### config.mk
export PLATFORM = sky130hd
export DESIGN_NAME = press_hold_ramp_bidirectional
export DESIGN_NICKNAME = d
export VERILOG_FILES = /design/src/rtl/core/phr_pkg.sv /design/src/rtl/core/phr_front.sv /design/src/rtl/core/phr_queue.sv /design/src/rtl/core/phr_back.sv /design/src/rtl/core/press_hold_ramp_bidirectional.sv
export VERILOG_INCLUDE_DIRS = /design/src /design/src/rtl/core
export SDC_FILE = /design/constraint.sdc
export NUM_CORES = 2
export LEC_CHECK = 0
export BUFFER_PORTS_ARGS = -buffer_cell sky130_fd_sc_hd__buf_2
export CAP_MARGIN = 20
export CORE_MARGIN = 5
export CORE_UTILIZATION = 35
export DETAILED_ROUTE_END_ITERATION = 6
export HOLD_SLACK_MARGIN = 0.05
export PLACE_DENSITY = 0.47
export RECOVER_POWER = 25
export SYNTH_ARGS = -nofsm -noshare
export SYNTH_HDL_FRONTEND = slang
export SYNTH_SLANG_ARGS = --single-unit
export TNS_END_PERCENT = 5
### constraint.sdc
create_clock -name i_clk -period 41.1 [get_ports i_clk]
set_clock_uncertainty 0.1 [all_clocks]
set_input_delay 4.11 -clock i_clk [delete_from_list [all_inputs] [get_ports i_clk]]
set_output_delay 4.11 -clock i_clk [all_outputs]
set_load 0.05 [all_outputs]
### src/rtl/core/assert_macros.svh
// ----------------------------------------------------------------------------
// Assertion macros
// Shared concurrent assertion forms for the RTL core.
// ----------------------------------------------------------------------------
`ifndef ASSERT_MACROS_SVH
`define ASSERT_MACROS_SVH

// Same-cycle implication, disabled during reset
`define ASSERT_IMPL(label, clk, rst_n, ante, cons, msg) \
    label: assert property (@(posedge clk) disable iff (!rst_n) (ante) |-> (cons)) \
        else $error(msg);

// Implication with a delayed consequent, disabled during reset
`define ASSERT_DELAY2(label, clk, rst_n, ante, cons, msg) \
    label: assert property (@(posedge clk) disable iff (!rst_n) (ante) |-> ##2 (cons)) \
        else $error(msg);

`endif

### src/rtl/core/phr_pkg.sv
// ----------------------------------------------------------------------------
// phr_pkg
// Types, codes and constants shared by the press/hold ramp modules.
// ----------------------------------------------------------------------------
package phr_pkg;

    localparam int unsigned VALUE_W    = 32;
    localparam int unsigned STEP_W     = 31;
    localparam int unsigned TIMER_W    = 16;
    localparam int unsigned EL_W       = 10;
    localparam int unsigned K_W        = 20;   // holds 655 * 1023
    localparam int unsigned OP_W       = 3;
    localparam int unsigned MODE_W     = 2;
    localparam int unsigned CFG_IDX_W  = 3;
    localparam int unsigned CFG_DATA_W = 32;

    localparam int unsigned QUEUE_DEPTH = 2;
    localparam int unsigned QUEUE_AW    = $clog2(QUEUE_DEPTH);

    // 0.01 in Q0.16, rounded down; 1.0 in Q16.16
    localparam logic [K_W-1:0]     RATE_Q16 = K_W'(655);
    localparam logic [VALUE_W-1:0] Q_ONE    = VALUE_W'(65536);

    // Register reset values
    localparam logic signed [VALUE_W-1:0] RST_NORMAL = 32'sd0;
    localparam logic signed [VALUE_W-1:0] RST_UPPER  = 32'sd6553600;
    localparam logic signed [VALUE_W-1:0] RST_LOWER  = -32'sd6553600;
    localparam logic [TIMER_W-1:0]        RST_DELAY  = '0;
    localparam logic [STEP_W-1:0]         RST_START  = STEP_W'(65536);
    localparam logic [STEP_W-1:0]         RST_MIN    = STEP_W'(6554);
    localparam logic [STEP_W-1:0]         RST_MAX    = STEP_W'(655360);

    typedef enum logic [OP_W-1:0] {
        OP_TICK         = 3'd0,
        OP_PRESS_UP     = 3'd1,
        OP_PRESS_DOWN   = 3'd2,
        OP_RELEASE_UP   = 3'd3,
        OP_RELEASE_DOWN = 3'd4
    } t_op;

    typedef enum logic [CFG_IDX_W-1:0] {
        CFG_NORMAL  = 3'd0,
        CFG_UPPER   = 3'd1,
        CFG_LOWER   = 3'd2,
        CFG_DELAY   = 3'd3,
        CFG_START   = 3'd4,
        CFG_MIN     = 3'd5,
        CFG_MAX     = 3'd6,
        CFG_RECOVER = 3'd7
    } t_cfg_idx;

    typedef enum logic [MODE_W-1:0] {
        REC_SLOW      = 2'd0,
        REC_IMMEDIATE = 2'd1,
        REC_NONE      = 2'd2
    } t_recover;

    typedef enum logic [2:0] {
        CMD_TICK,
        CMD_PRESS_UP,
        CMD_PRESS_DOWN,
        CMD_RELEASE_UP,
        CMD_RELEASE_DOWN,
        CMD_NOP
    } t_cmd_kind;

    typedef struct packed {
        t_cmd_kind          kind;
        logic [EL_W-1:0]    elapsed;
        logic [K_W-1:0]     k;        // 655 * elapsed
    } t_cmd;

    typedef struct packed {
        logic signed [VALUE_W-1:0] normal_value;
        logic signed [VALUE_W-1:0] upper_limit;
        logic signed [VALUE_W-1:0] lower_limit;
        logic [TIMER_W-1:0]        hold_delay;
        logic [STEP_W-1:0]         start_step;
        logic [STEP_W-1:0]         min_step;
        logic [STEP_W-1:0]         max_step;
        logic [MODE_W-1:0]         recover_mode;
    } t_cfg;

    typedef struct packed {
        logic full;
        logic empty;
    } t_q_status;

endpackage

### src/rtl/core/phr_front.sv
// ----------------------------------------------------------------------------
// phr_front
// Input side: takes events, decodes the op and precomputes the rate product.
// ----------------------------------------------------------------------------
module phr_front (
    input  logic                          i_in_valid,
    input  logic [phr_pkg::OP_W-1:0]      i_op,
    input  logic [phr_pkg::EL_W-1:0]      i_elapsed,
    input  phr_pkg::t_q_status            i_q_status,
    output logic                          o_in_ready,
    output logic                          o_push,
    output phr_pkg::t_cmd                 o_cmd
);

    phr_pkg::t_cmd_kind w_kind;

    always_comb begin
        unique case (phr_pkg::t_op'(i_op))
            phr_pkg::OP_TICK:         w_kind = phr_pkg::CMD_TICK;
            phr_pkg::OP_PRESS_UP:     w_kind = phr_pkg::CMD_PRESS_UP;
            phr_pkg::OP_PRESS_DOWN:   w_kind = phr_pkg::CMD_PRESS_DOWN;
            phr_pkg::OP_RELEASE_UP:   w_kind = phr_pkg::CMD_RELEASE_UP;
            phr_pkg::OP_RELEASE_DOWN: w_kind = phr_pkg::CMD_RELEASE_DOWN;
            default:                  w_kind = phr_pkg::CMD_NOP;
        endcase
    end

    assign o_in_ready    = !i_q_status.full;
    assign o_push        = i_in_valid && o_in_ready;
    assign o_cmd.kind    = w_kind;
    assign o_cmd.elapsed = i_elapsed;
    // constant multiply; narrow enough to fold into adders
    assign o_cmd.k       = phr_pkg::RATE_Q16 * phr_pkg::K_W'(i_elapsed);

endmodule

### src/rtl/core/phr_queue.sv
// ----------------------------------------------------------------------------
// phr_queue
// Short command queue between the decode side and the execute side.
// ----------------------------------------------------------------------------
module phr_queue (
    input  logic               i_clk,
    input  logic               i_rst_n,
    input  logic               i_push,
    input  phr_pkg::t_cmd      i_cmd,
    input  logic               i_pop,
    output phr_pkg::t_cmd      o_cmd,
    output phr_pkg::t_q_status o_status
);

    localparam int unsigned AW = phr_pkg::QUEUE_AW;

    phr_pkg::t_cmd  r_mem [phr_pkg::QUEUE_DEPTH];
    logic [AW-1:0]  r_wr_ptr, n_wr_ptr;
    logic [AW-1:0]  r_rd_ptr, n_rd_ptr;
    logic [AW:0]    r_count,  n_count;

    function automatic logic [AW-1:0] f_wrap(input logic [AW-1:0] ptr);
        if (ptr == AW'(phr_pkg::QUEUE_DEPTH - 1)) begin
            return '0;
        end
        return ptr + AW'(1);
    endfunction

    always_comb begin
        n_wr_ptr = i_push ? f_wrap(r_wr_ptr) : r_wr_ptr;
        n_rd_ptr = i_pop  ? f_wrap(r_rd_ptr) : r_rd_ptr;
        n_count  = r_count;
        if (i_push && !i_pop) begin
            n_count = r_count + (AW+1)'(1);
        end else if (!i_push && i_pop) begin
            n_count = r_count - (AW+1)'(1);
        end
    end

    always_ff @(posedge i_clk) begin
        if (!i_rst_n) begin
            r_wr_ptr <= '0;
            r_rd_ptr <= '0;
            r_count  <= '0;
        end else begin
            r_wr_ptr <= n_wr_ptr;
            r_rd_ptr <= n_rd_ptr;
            r_count  <= n_count;
        end
    end

    always_ff @(posedge i_clk) begin
        if (i_push) begin
            r_mem[r_wr_ptr] <= i_cmd;
        end
    end

    assign o_cmd          = r_mem[r_rd_ptr];
    assign o_status.full  = (r_count == (AW+1)'(phr_pkg::QUEUE_DEPTH));
    assign o_status.empty = (r_count == '0);

endmodule

### src/rtl/core/phr_back.sv
// ----------------------------------------------------------------------------
// phr_back
// Execute side: holds the ramp state, applies one command per cycle unless a
// stalled result holds it, and registers the result.
// ----------------------------------------------------------------------------
module phr_back (
    input  logic                                i_clk,
    input  logic                                i_rst_n,
    input  phr_pkg::t_cfg                       i_cfg,
    input  logic                                i_cmd_valid,
    input  phr_pkg::t_cmd                       i_cmd,
    input  logic                                i_out_ready,
    output logic                                o_pop,
    output logic                                o_out_valid,
    output logic signed [phr_pkg::VALUE_W-1:0]  o_value,
    output logic                                o_recovered
);

    localparam int unsigned VW = phr_pkg::VALUE_W;
    localparam int unsigned SW = phr_pkg::STEP_W;
    localparam int unsigned TW = phr_pkg::TIMER_W;
    localparam int unsigned KW = phr_pkg::K_W;
    localparam int unsigned PW = VW + KW;          // product width
    localparam int unsigned MW = PW - 16;          // product >> 16
    localparam int unsigned RW = MW + 2;           // recovery sum width

    // architectural state
    logic signed [VW-1:0] r_value, n_value;
    logic [SW-1:0]        r_step,  n_step;
    logic [TW-1:0]        r_timer, n_timer;
    logic                 r_up,    n_up;
    logic                 r_down,  n_down;
    logic                 r_rec,   n_rec;

    // result register
    logic                 r_out_valid;
    logic signed [VW-1:0] r_out_value;
    logic                 r_out_rec;

    logic signed [VW-1:0] w_hi, w_lo;
    logic [TW:0]          w_timer_sum;
    logic                 w_timer_exp;
    logic [SW:0]          w_grow;
    logic [SW-1:0]        w_grow_step;
    logic [SW:0]          w_decay;
    logic [SW-1:0]        w_decay_step;
    logic [SW-1:0]        w_move_step;
    logic signed [VW+1:0] w_up_sum, w_dn_sum;
    logic [VW-1:0]        w_up_val, w_dn_val;
    logic signed [VW:0]   w_d, w_neg_d;
    logic [VW-1:0]        w_mag;
    logic [PW-1:0]        w_prod;
    logic [MW-1:0]        w_m;
    logic signed [RW-1:0] w_rec_sum;
    logic signed [VW-1:0] w_rec_val;
    logic                 w_pop;

    assign w_pop = i_cmd_valid && (!r_out_valid || i_out_ready);
    assign o_pop = w_pop;

    // wrong-order limits: larger one is the upper bound
    assign w_hi = (i_cfg.upper_limit > i_cfg.lower_limit) ? i_cfg.upper_limit
                                                          : i_cfg.lower_limit;
    assign w_lo = (i_cfg.upper_limit > i_cfg.lower_limit) ? i_cfg.lower_limit
                                                          : i_cfg.upper_limit;

    // hold timer
    assign w_timer_sum = {1'b0, r_timer} + (TW+1)'(i_cmd.elapsed);
    assign w_timer_exp = !(r_timer < i_cfg.hold_delay);

    // step grow toward max_step, kept when already above
    assign w_grow = {1'b0, r_step} + (SW+1)'(i_cmd.k);
    always_comb begin
        w_grow_step = r_step;
        if (r_step < i_cfg.max_step) begin
            w_grow_step = (w_grow > {1'b0, i_cfg.max_step}) ? i_cfg.max_step : w_grow[SW-1:0];
        end
    end

    // step decay toward min_step
    assign w_decay = {1'b0, r_step} - (SW+1)'(i_cmd.k);
    always_comb begin
        w_decay_step = r_step;
        if (r_step > i_cfg.min_step) begin
            w_decay_step = (w_decay[SW] || (w_decay[SW-1:0] < i_cfg.min_step))
                           ? i_cfg.min_step : w_decay[SW-1:0];
        end
    end

    // one move adder pair shared by press and held tick
    assign w_move_step = (i_cmd.kind == phr_pkg::CMD_TICK) ? w_grow_step : i_cfg.start_step;
    assign w_up_sum = $signed({{2{r_value[VW-1]}}, r_value}) + $signed({2'b00, w_move_step});
    assign w_dn_sum = $signed({{2{r_value[VW-1]}}, r_value}) - $signed({2'b00, w_move_step});
    assign w_up_val = (w_up_sum > $signed({{2{w_hi[VW-1]}}, w_hi})) ? w_hi : w_up_sum[VW-1:0];
    assign w_dn_val = (w_dn_sum < $signed({{2{w_lo[VW-1]}}, w_lo})) ? w_lo : w_dn_sum[VW-1:0];

    // slow recovery: move by |d| * k >> 16 toward normal, truncated toward zero
    assign w_d     = $signed({i_cfg.normal_value[VW-1], i_cfg.normal_value})
                   - $signed({r_value[VW-1], r_value});
    assign w_neg_d = -w_d;
    assign w_mag   = w_d[VW] ? w_neg_d[VW-1:0] : w_d[VW-1:0];
    assign w_prod  = PW'(w_mag) * PW'(i_cmd.k);
    assign w_m     = w_prod[PW-1:16];
    assign w_rec_sum = w_d[VW]
        ? $signed({{(RW-VW){r_value[VW-1]}}, r_value}) - $signed({2'b00, w_m})
        : $signed({{(RW-VW){r_value[VW-1]}}, r_value}) + $signed({2'b00, w_m});
    always_comb begin
        if (w_rec_sum > $signed(RW'({1'b0, {(VW-1){1'b1}}}))) begin
            w_rec_val = {1'b0, {(VW-1){1'b1}}};
        end else if (w_rec_sum < $signed({{(RW-VW+1){1'b1}}, {(VW-1){1'b0}}})) begin
            w_rec_val = {1'b1, {(VW-1){1'b0}}};
        end else begin
            w_rec_val = w_rec_sum[VW-1:0];
        end
    end

    always_comb begin
        n_value = r_value;
        n_step  = r_step;
        n_timer = r_timer;
        n_up    = r_up;
        n_down  = r_down;
        n_rec   = r_rec;
        if (w_pop) begin
            unique case (i_cmd.kind)
                phr_pkg::CMD_TICK: begin
                    if (r_up && r_down) begin
                        // both held: freeze
                    end else if (r_up || r_down) begin
                        if (!w_timer_exp) begin
                            n_timer = (w_timer_sum > {1'b0, i_cfg.hold_delay})
                                      ? i_cfg.hold_delay : w_timer_sum[TW-1:0];
                        end else begin
                            n_step = w_grow_step;
                            if (r_up) begin
                                if (r_value < w_hi) begin
                                    n_value = w_up_val;
                                    n_rec   = 1'b0;
                                end
                            end else if (r_value > w_lo) begin
                                n_value = w_dn_val;
                                n_rec   = 1'b0;
                            end
                        end
                    end else begin
                        n_step = w_decay_step;
                        if (!r_rec) begin
                            case (phr_pkg::t_recover'(i_cfg.recover_mode))
                                phr_pkg::REC_SLOW: begin
                                    if (w_mag < phr_pkg::Q_ONE) begin
                                        n_value = i_cfg.normal_value;
                                        n_rec   = 1'b1;
                                    end else begin
                                        n_value = w_rec_val;
                                    end
                                end
                                phr_pkg::REC_IMMEDIATE: begin
                                    n_value = i_cfg.normal_value;
                                    n_rec   = 1'b1;
                                end
                                default: begin
                                    // no recovery
                                end
                            endcase
                        end
                    end
                end
                phr_pkg::CMD_PRESS_UP: begin
                    if (!r_up && !r_down) begin
                        n_timer = '0;
                        if (r_value < w_hi) begin
                            n_value = w_up_val;
                            n_rec   = 1'b0;
                        end
                    end
                    n_up = 1'b1;
                end
                phr_pkg::CMD_PRESS_DOWN: begin
                    if (!r_up && !r_down) begin
                        n_timer = '0;
                        if (r_value > w_lo) begin
                            n_value = w_dn_val;
                            n_rec   = 1'b0;
                        end
                    end
                    n_down = 1'b1;
                end
                phr_pkg::CMD_RELEASE_UP:   n_up   = 1'b0;
                phr_pkg::CMD_RELEASE_DOWN: n_down = 1'b0;
                default: begin
                    // unused op: report state
                end
            endcase
        end
    end

    always_ff @(posedge i_clk) begin
        if (!i_rst_n) begin
            r_value     <= phr_pkg::RST_NORMAL;
            r_step      <= phr_pkg::RST_MIN;
            r_timer     <= '0;
            r_up        <= 1'b0;
            r_down      <= 1'b0;
            r_rec       <= 1'b1;
            r_out_valid <= 1'b0;
        end else begin
            r_value <= n_value;
            r_step  <= n_step;
            r_timer <= n_timer;
            r_up    <= n_up;
            r_down  <= n_down;
            r_rec   <= n_rec;
            if (w_pop) begin
                r_out_valid <= 1'b1;
            end else if (i_out_ready) begin
                r_out_valid <= 1'b0;
            end
        end
    end

    always_ff @(posedge i_clk) begin
        if (w_pop) begin
            r_out_value <= n_value;
            r_out_rec   <= n_rec;
        end
    end

    assign o_out_valid = r_out_valid;
    assign o_value     = r_out_value;
    assign o_recovered = r_out_rec;

endmodule

### src/rtl/core/press_hold_ramp_bidirectional.sv
// ----------------------------------------------------------------------------
// press_hold_ramp_bidirectional
// Two-button Q16.16 value ramp with hold delay, step growth and recovery.
// ----------------------------------------------------------------------------
// Usage:
//   Input channel (i_in_valid / o_in_ready) carries one event per transfer:
//   i_op selects tick, press up/down or release up/down; i_elapsed gives the
//   time units of a tick. Every event yields exactly one result transfer on
//   the output channel (o_out_valid / i_out_ready): o_value and o_recovered.
//   o_out_valid rises once the event has passed the registered command
//   queue and the execute stage, which takes it from the queue head and
//   registers its result; the result can then transfer out. The execute
//   state update feeds back to itself each cycle. The block accepts one
//   event per cycle while the receiver does not stall the result.
//   A stalled receiver holds the result register; the 2-entry queue keeps
//   absorbing events, and o_in_ready drops only when it is full.
//   Configuration (i_cfg_wr_en, i_cfg_index, i_cfg_data) writes a register
//   at once; write it only while no event is in flight.
//   Synchronous active-low reset restores register defaults, puts the value
//   at rest (0, recovered) and empties the queue and result register.
// ----------------------------------------------------------------------------
`include "assert_macros.svh"

module press_hold_ramp_bidirectional (
    input  logic                                   i_clk,
    input  logic                                   i_rst_n,
    // event channel
    input  logic                                   i_in_valid,
    output logic                                   o_in_ready,
    input  logic [phr_pkg::OP_W-1:0]               i_op,
    input  logic [phr_pkg::EL_W-1:0]               i_elapsed,
    // result channel
    output logic                                   o_out_valid,
    input  logic                                   i_out_ready,
    output logic signed [phr_pkg::VALUE_W-1:0]     o_value,
    output logic                                   o_recovered,
    // configuration write port
    input  logic                                   i_cfg_wr_en,
    input  logic [phr_pkg::CFG_IDX_W-1:0]          i_cfg_index,
    input  logic [phr_pkg::CFG_DATA_W-1:0]         i_cfg_data
);

    phr_pkg::t_cfg      r_cfg;
    phr_pkg::t_q_status w_q_status;
    phr_pkg::t_cmd      w_push_cmd;
    phr_pkg::t_cmd      w_head_cmd;
    logic               w_push;
    logic               w_pop;

    // Configuration registers: truncate the write data to each field.
    always_ff @(posedge i_clk) begin
        if (!i_rst_n) begin
            r_cfg.normal_value <= phr_pkg::RST_NORMAL;
            r_cfg.upper_limit  <= phr_pkg::RST_UPPER;
            r_cfg.lower_limit  <= phr_pkg::RST_LOWER;
            r_cfg.hold_delay   <= phr_pkg::RST_DELAY;
            r_cfg.start_step   <= phr_pkg::RST_START;
            r_cfg.min_step     <= phr_pkg::RST_MIN;
            r_cfg.max_step     <= phr_pkg::RST_MAX;
            r_cfg.recover_mode <= phr_pkg::REC_SLOW;
        end else if (i_cfg_wr_en) begin
            unique case (phr_pkg::t_cfg_idx'(i_cfg_index))
                phr_pkg::CFG_NORMAL:  r_cfg.normal_value <= $signed(i_cfg_data);
                phr_pkg::CFG_UPPER:   r_cfg.upper_limit  <= $signed(i_cfg_data);
                phr_pkg::CFG_LOWER:   r_cfg.lower_limit  <= $signed(i_cfg_data);
                phr_pkg::CFG_DELAY:   r_cfg.hold_delay   <= i_cfg_data[phr_pkg::TIMER_W-1:0];
                phr_pkg::CFG_START:   r_cfg.start_step   <= i_cfg_data[phr_pkg::STEP_W-1:0];
                phr_pkg::CFG_MIN:     r_cfg.min_step     <= i_cfg_data[phr_pkg::STEP_W-1:0];
                phr_pkg::CFG_MAX:     r_cfg.max_step     <= i_cfg_data[phr_pkg::STEP_W-1:0];
                phr_pkg::CFG_RECOVER: r_cfg.recover_mode <= i_cfg_data[phr_pkg::MODE_W-1:0];
                default: begin
                end
            endcase
        end
    end

    // Decode side: classify the event and precompute 655 * elapsed.
    phr_front u_front (
        .i_in_valid (i_in_valid),
        .i_op       (i_op),
        .i_elapsed  (i_elapsed),
        .i_q_status (w_q_status),
        .o_in_ready (o_in_ready),
        .o_push     (w_push),
        .o_cmd      (w_push_cmd)
    );

    // Decouple the two sides so each can stall on its own.
    phr_queue u_queue (
        .i_clk    (i_clk),
        .i_rst_n  (i_rst_n),
        .i_push   (w_push),
        .i_cmd    (w_push_cmd),
        .i_pop    (w_pop),
        .o_cmd    (w_head_cmd),
        .o_status (w_q_status)
    );

    // Execute side: ramp state and result register.
    phr_back u_back (
        .i_clk       (i_clk),
        .i_rst_n     (i_rst_n),
        .i_cfg       (r_cfg),
        .i_cmd_valid (!w_q_status.empty),
        .i_cmd       (w_head_cmd),
        .i_out_ready (i_out_ready),
        .o_pop       (w_pop),
        .o_out_valid (o_out_valid),
        .o_value     (o_value),
        .o_recovered (o_recovered)
    );

    // Never consume a command that is not there.
    `ASSERT_IMPL(a_pop_has_cmd, i_clk, i_rst_n, w_pop, !w_q_status.empty, "pop from empty queue")
    // A held result must not be overwritten by a new command.
    `ASSERT_IMPL(a_no_pop_on_stall, i_clk, i_rst_n, o_out_valid && !i_out_ready, !w_pop, "pop while result stalled")
    // An event into an idle block is offered once it has passed the queue and the result register.
    `ASSERT_DELAY2(a_idle_latency, i_clk, i_rst_n, i_in_valid && o_in_ready && w_q_status.empty && !o_out_valid, o_out_valid, "idle latency not two cycles")

endmodule

==> flow_summary.ini <==
[status]
status = finished, violations left
violations = capacitance limit, slew limit

[routing]
dr_total_vias = 57900
wirelength_um = 279700
drtAntennaViolNets = 0
drt_iter0_drc = 5189
route.detailed.drc = 0
drt-pass1-iter-count = 6
vias_per_cell = 5.721
wire_per_inst_um = 27.64

[global_route]
grt_pass1_vias = 56530
overflow = 0
grt_pass1_wl_um = 401500
track_usage = 0.2924
antenna_found_initial = 20
grt_max_degree = 69

[floorplanning]
core_area_um2 = 175900
design.die.area_um2 = 185200
initial_utilization = 0.3516
die_w_um = 430.4
dieHeight_um = 430.4
io_pins = 88
rows = 154

[worst_setup_path]
slowest_stage = xor2_1
arrival_ns = 19.21
crit_family = compound AO/OA/AOI/OAI gates
crit_path_max_fanout = 49
start_kind = register
setup.worst_path.class = register to register
critPathMostFrequentCell = fa_1
cp.buffers_inverters = 6
critPathCaptureType = register
worstPathRequired_ns = 41.37
max_stage_delay_ns = 1.02

[synthesis]
yosys_warnings = 0
seq_area_frac_synth = 0.1426
synth_flop_cell = dfxtp_1
synthTopCellsByArea = fa_1, ha_1, dfxtp_1
synth_top_area_share = 0.1825
synth.distinct_cells = 122
synth_area_um2 = 61850
avgSynthCellArea_um2 = 7.947
yosysMostFrequentCell = nand2_1
synth-seq-cells = 392
synth-async-reset-ratio = 0
synthTopCellsByCount = nand2_1, inv_1, nor2_1, ha_1, a21oi_1
synth_edf_count = 97
synth_fp_nets = 9127
syn-instance-count = 7783
synth_top_cell_by_area = fa_1

[timing]
fin_crit_sh = 0.4609
setup_violations = 0
min_period_ns = 18.94
slew_violations = 233
slew_headroom = -1.385
fin_setup_tns_ns = 0
tightest_slew_ns = 3.577
rsz0062_at_grt = no
fmax_mhz = 52.79
hold_violations = 0
holdWs_ns = 0.3563

[clocking]
cts_tree = built
holdBufCountCts = 0
ctsResizeCount = 0
cts_made_buffers = 45
clk_pin_slew_ns = 0.06
cts.sinks = 392
cts_setup_buffers = 0
insertion_delay_ns = 0.63
htreeDepth = 2
cts_root_buffer = clkbuf_16
clockBufferDepth = 3

[layout]
syn2layout_area_growth_pct = 8.512
final_net_count = 9078
drive_gt1_frac = 0.06447
multiInputGateArea_um2 = 48730
ff_latch_area_um2 = 8820
fillCellCount = 18460
design_area_um2 = 67120

[hold_path]
hp-class = register to register

[flow_run]
maxCapViolCount = 6

[placement]
dpl_cell_area_um2 = 65540
globalplace.congestion = 1.046
dp_hpwl_um = 224300
io_buffers = 87
## path summary, 6_finish.rpt
kind                       from                 end  slack (ns)  cells after the start
max reg2reg  u_back.r_value[31]  u_back.o_value[28]       22.16                     53
min                   r_cfg[85]           r_cfg[85]        0.36                      2
max          u_back.r_value[31]  u_back.o_value[28]       22.16                     53
min reg2reg           r_cfg[85]           r_cfg[85]        0.36                      2
## worst min-delay path, delay by kind of cell, from the launching register on
family | cells | cell delay [ns]
DFF | 1 | 0.31
and+or+nand+nor | 1 | 0.05
AOI/OAI and AO/OA | 1 | 0.05
## cell type report
| class | count | share of cell area |
|---|---|---|
| Clock inverter | 29 | 0.004679 |
| Inverter | 877 | 0.04907 |
| Sequential cell | 392 | 0.1314 |
| Antenna cell | 10 | 0.0003728 |
| Multi-Input combinational cell | 6157 | 0.7260 |
| Clock buffer | 55 | 0.01825 |
| Timing Repair Buffer | 261 | 0.02664 |
| Tap cell | 2340 | 0.04362 |
## cell families after synthesis
family | after synthesis | synth area share
AO/OA/AOI/OAI | 1798 | 0.1875
buffers and inverters | 1234 | 0.07563
adder cells (fa/ha/maj) | 1291 | 0.3296
XOR/XNOR | 289 | 0.04104
AND/OR/NAND/NOR | 2539 | 0.1837
flip-flops | 392 | 0.1426
multiplexers | 240 | 0.03993
## stage by stage
stage            util  instances  setup WS, ns
3_3_place_gp   0.3720      10020         22.57
3_5_place_dp   0.3726      10020         22.52
4_1_cts        0.3813      10110         22.45
5_1_grt        0.3814      10110         21.09
2_1_floorplan       -       7783         26.28
6_report       0.3815      10120         22.16
## layer usage
layer | GRT usage | wire (µm)
met2 | 0.4662 | 124800
met5 | 0 | 46
met3 | 0.05245 | 21290
met1 | 0.3918 | 119900
met4 | 0.1182 | 13670
## state kept, by name (all words and copies together), names as in the netlist, 2 cells and up, named ones only
| name | flops |
|---|---|
| u_back.r_timer | 16 |
| u_queue.r_mem | 64 |
| u_queue.r_count | 2 |
| u_back.r_step | 31 |
| u_back.r_value | 32 |
| u_back.o_value | 32 |
| r_cfg | 207 |
## cells in the final DEF (no fill, tap or decap), types with 163 or more instances in the layout
| cell | synthesis | layout |
|---|---|---|
| inv_1 | 865 | 865 |
| ha_1 | 727 | 727 |
| o21ai_0 | 319 | 316 |
| nand2_1 | 1058 | 1056 |
| dfxtp_1 | 295 | 294 |
| mux2i_1 | 188 | 172 |
| a21oi_1 | 605 | 604 |
| buf_4 | 3 | 163 |
| fa_1 | 564 | 564 |
| xnor2_1 | 195 | 190 |
| nor2_1 | 735 | 726 |
Power is not shown: default switching activity piles up to over one toggle a cycle in this logic, so the estimate is an artifact.
